File: src/rtl/nqpe_pkg.sv
// Shared constants, codes and controller/datapath interface types for the NVMe queue pair engine.
package nqpe_pkg;

   localparam int ID_SLOTS      = 256;
   localparam int SQ_DEPTH_MAX  = 64;
   localparam int CQ_DEPTH_MAX  = 256;
   localparam int HANDLE_BITS   = 16;

   localparam int ID_BITS       = $clog2(ID_SLOTS);
   localparam int GROUP_SIZE    = 16;
   localparam int GROUPS        = ID_SLOTS / GROUP_SIZE;
   localparam int GRP_IDX_BITS  = $clog2(GROUP_SIZE);
   localparam int GRP_SEL_BITS  = $clog2(GROUPS);

   localparam int SQ_IDX_BITS   = $clog2(SQ_DEPTH_MAX);
   localparam int CQ_IDX_BITS   = $clog2(CQ_DEPTH_MAX);
   localparam int SQ_SIZE_BITS  = 7;
   localparam int CQ_SIZE_BITS  = 9;
   localparam int CSR_IDX_BITS  = 2;
   localparam int CSR_DATA_BITS = 9;

   localparam int KIND_BITS     = 3;
   localparam int QIDX_BITS     = 8;
   localparam int CMDID_BITS    = 8;

   // Register indexes of the configuration port.
   localparam logic [CSR_IDX_BITS-1:0] CSR_SQ_ENTRIES = 2'd0;
   localparam logic [CSR_IDX_BITS-1:0] CSR_CQ_ENTRIES = 2'd1;

   // Request function codes.
   localparam logic FUNC_SUBMIT   = 1'b0;
   localparam logic FUNC_COMPLETE = 1'b1;

   // Result kinds.
   localparam logic [KIND_BITS-1:0] KIND_SQ_WRITE    = 3'd0;
   localparam logic [KIND_BITS-1:0] KIND_CPL_DELIVER = 3'd1;
   localparam logic [KIND_BITS-1:0] KIND_CQ_DOORBELL = 3'd2;
   localparam logic [KIND_BITS-1:0] KIND_NO_FREE_ID  = 3'd3;
   localparam logic [KIND_BITS-1:0] KIND_STRAY_CPL   = 3'd4;

   typedef struct packed {
      logic capture;   // latch the accepted request
      logic search;    // register per-group free slot search
      logic alloc;     // pick the slot and emit the submission entry
      logic check;     // phase check and handle memory read
      logic deliver;   // emit the completion and consume the entry
   } dp_cmd_type;

   typedef struct packed {
      logic is_complete;
      logic phase_match;
   } dp_status_type;

endpackage

File: src/rtl/nqpe_ctrl.sv
// Sequencing state machine for the NVMe queue pair engine.
module nqpe_ctrl (
   input  logic                   clock,
   input  logic                   reset,
   input  logic                   start,
   input  nqpe_pkg::dp_status_type status,
   output nqpe_pkg::dp_cmd_type    cmd,
   output logic                   busy
);
   import nqpe_pkg::*;

   localparam logic [2:0] ST_IDLE    = 3'd0;
   localparam logic [2:0] ST_SEARCH  = 3'd1;
   localparam logic [2:0] ST_ALLOC   = 3'd2;
   localparam logic [2:0] ST_CHECK   = 3'd3;
   localparam logic [2:0] ST_DELIVER = 3'd4;

   logic [2:0] state_ff;
   logic [2:0] state_in;

   always_comb begin
      state_in = state_ff;
      cmd      = '0;
      case (state_ff)
         ST_IDLE: begin
            if (start) begin
               cmd.capture = 1'b1;
               state_in    = ST_SEARCH;
            end
         end
         ST_SEARCH: begin
            // The captured function decides which path runs.
            if (status.is_complete) begin
               state_in = ST_CHECK;
            end else begin
               cmd.search = 1'b1;
               state_in   = ST_ALLOC;
            end
         end
         ST_ALLOC: begin
            cmd.alloc = 1'b1;
            state_in  = ST_IDLE;
         end
         ST_CHECK: begin
            cmd.check = 1'b1;
            state_in  = status.phase_match ? ST_DELIVER : ST_IDLE;
         end
         ST_DELIVER: begin
            cmd.deliver = 1'b1;
            state_in    = ST_IDLE;
         end
         default: begin
            state_in = ST_IDLE;
         end
      endcase
   end

   always_ff @(posedge clock) begin
      if (reset) begin
         state_ff <= ST_IDLE;
      end else begin
         state_ff <= state_in;
      end
   end

   assign busy = (state_ff != ST_IDLE);

endmodule

File: config.mk
export PLATFORM = sky130hd
export DESIGN_NAME = nqpe_ctrl
export DESIGN_NICKNAME = d
export VERILOG_FILES = /design/src/rtl/nqpe_pkg.sv /design/src/rtl/nqpe_ctrl.sv
export SDC_FILE = /design/constraint.sdc
export NUM_CORES = 1
export LEC_CHECK = 0
export BUFFER_PORTS_ARGS = -buffer_cell sky130_fd_sc_hd__buf_2
export CORE_AREA = 2 2 39 41
export CTS_BUF_LIST = sky130_fd_sc_hd__clkbuf_8 sky130_fd_sc_hd__clkbuf_16
export DETAILED_ROUTE_END_ITERATION = 7
export DIE_AREA = 0 0 41 43
export SLEW_MARGIN = 20
export SYNTH_ARGS = -nofsm -noshare
export SYNTH_HDL_FRONTEND = slang
export SYNTH_SLANG_ARGS = --single-unit
export TNS_END_PERCENT = 50
File: constraint.sdc
create_clock -name clock -period 1.3 [get_ports clock]
set_input_delay 0.26 -clock clock [delete_from_list [all_inputs] [get_ports clock]]
set_output_delay 0.26 -clock clock [all_outputs]
set_load 0.05 [all_outputs]
==> out/results.ini <==
[sta]
holdWs_ns = 0.2324
timing.slew.headroom = 0.8347
clock.fmax_mhz = 703.8
period_needed_ns = 1.421
rsz0062_at_grt = true
setup_ws_ns = -0.1210
slew_viol_final = 0
tns_ns = -0.3072
worst_pin_slew_ns = 0.2497
finClkSkew_ns = 0.0001624
setup_violations = 6
min_period_over_period = 1.093
hold_violations = 0

[cells_and_area]
largest_register_ffs = 3
area_delta_synth_final_pct = 155.9
final_cell_mix = 5 x buf_2, 5 x buf_6, 3 x clkbuf_8, 3 x buf_4
nets = 39
top_register = state_ff
antenna_cells = 0
drive_gt1_frac = 0.8182
reg_top3 = state_ff: 3 flops

[power_and_ir_drop]
p_per_area_nw_per_um2 = 1257
power_frac_clock = 0.559
p_int_uw = 342.9
swShare = 0.2783
leakage_uw = 0.0001735
seqPwrFrac = 0.210
p_sw_uw = 132.2
ir_drop_mv = 0.2343
p_comb_frac = 0.231

[clocking]
cts_made_buffers = 3
clkSlewWorstSetupHoldPaths_ns = 0.03
cts_hold_buf = 0
clock_latency_ns = 0.22
max-clock-path-buffers = 2
clkSinkCount = 3
cts_root_buffer = clkbuf_8
htreeDepth = 1
tritoncts = built

[critical_path]
crit_path_top_delay_cell = or3_4
slowest_delay_ns = 0.39
critPathKind = flop to primary output
endpoint_kind = primary output
cp_max_fo = 2
cp.arrival_ns = 1.16
critPathLaunchType = flop
cp.required_ns = 1.04
path_cells = or3_4, nor2_4, buf_6

[global_route]
grt_pass1_wl_um = 669
top_usage_layer = met4
grt_max_degree = 7
use_met2 = 0.08438
grt_util_met3 = 0.01571
grt_use_met1 = 0.06090
grt_pass1_vias = 176
antenna_found_initial = 0
grt_use_total = 0.06419
grt_overflow_total = 0

[placement]
gp_congestion = 0.5524
port_buffers = 10
hpwl_um = 319

[die]
num_rows = 14
die_h_um = 43
start_util = 0.1067
die_w_um = 41
coreArea_um2 = 1384
fp.dieArea_um2 = 1763
ioPinCount = 11

[drt]
vias_per_cell = 3.633
drtIter0Drc = 0
dr.pass1.iters = 1
wl_per_cell_um = 8.714
drc = 0
ant_nets = 0
wl_um = 427
vias = 178

[synth]
synth_nets = 20
synthCells = 15
ys_ff_latch = 3
synth_cell_types = 11
ys_warn_count = 0
seq_area_frac_synth = 0.4068
syn-cell-area_um2 = 147.6
syn_avg_cell_area_um2 = 9.843

[flow_run]
cap_violations = 0

[run_status]
status = finished, violations left
violations = setup timing

[hold_path]
hold_class = primary input to flop

## layout make-up
| type | instances | area, µm² |
|---|---|---|
| inverters | 1 | 3.754 |
| fillers | 151 | 1006 |
| multi-input cells | 11 | 123.9 |
| repair buffers | 14 | 118.9 |
| clock inverters | 1 | 3.754 |
| clock buffers | 3 | 41.29 |
| flip-flops and latches | 3 | 66.31 |
| well taps | 16 | 20.02 |
## path summary, 6_finish.rpt
path | from | to | slack (ns) | cells after the start
min reg2reg | state_ff[2]$_SDFFE_PP0P_ | state_ff[0]$_SDFFE_PP0P_ | 0.53 | 2
max reg2reg | state_ff[1]$_SDFFE_PP0P_ | state_ff[2]$_SDFFE_PP0P_ | 0.33 | 3
max | state_ff[1]$_SDFFE_PP0P_ | cmd[4] | -0.12 | 3
min | reset | state_ff[0]$_SDFFE_PP0P_ | 0.23 | 2
## synthesized netlist by cell type, drive strengths merged
cell,n,area (µm²)
dfxtp,3,60.06
nor4,1,6.260
mux2i,1,10.01
nor3,2,10.01
inv,1,3.750
nor3b,2,15.01
or3,1,11.26
nand2b,1,6.260
nor2,1,6.260
and3b,2,18.77
## through the flow
stage,power (µW),utilization,worst slack (ns),area [µm²],cells
floorplan,166.6,-,-0.09025,176.4,15
global placement,191.6,0.1944,-0.006821,269.0,44
detailed placement,192.5,0.1944,-0.007548,269.0,44
CTS,481.5,0.2685,-0.1316,371.6,49
global route,501.2,0.2731,-0.1546,377.9,49
finish,475.1,0.2731,-0.1210,377.9,49
## layer usage
metal / vias to the layer above / part of all wire / wire length (µm)
met5: - / 0 / 0
met4: 0 / 0.040 / 17
met3: 2 / 0.035 / 15
met2: 7 / 0.56 / 241
met1: 79 / 0.36 / 152
li1: 90 / - / -
## power by group through the flow
stage	logic, µW	registers (µW)	clock network [µW]
after global routing	115	101	285
after floorplan	60.9	106	0
after CTS	108	99.9	274
after global placement	89.0	103	0
final	110	99.8	266
after detailed placement	90.0	103	0
## worst max-delay path, delay by kind of cell (launching register included)
family	cells	cell delay, ns
DFF	1	0.31
and+or+nand+nor	2	0.48
buffers and inverters	1	0.15
## cell families (layout without fill, tap and decap cells)
| group | Yosys count | after routing | share of synthesized area |
|---|---|---|---|
| muxes | 1 | 1 | 0.06780 |
| and+or+nand+nor | 10 | 10 | 0.5001 |
| buffers and inverters | 1 | 19 | 0.02540 |
| DFF | 3 | 3 | 0.4068 |
## what timing repair did
action	in CTS	in global routing
resized for setup	15	1
setup buffers	1	0
setup endpoints to repair	6	6
pin swaps	4	1
Note: power is estimated with default switching activity, not from simulation.
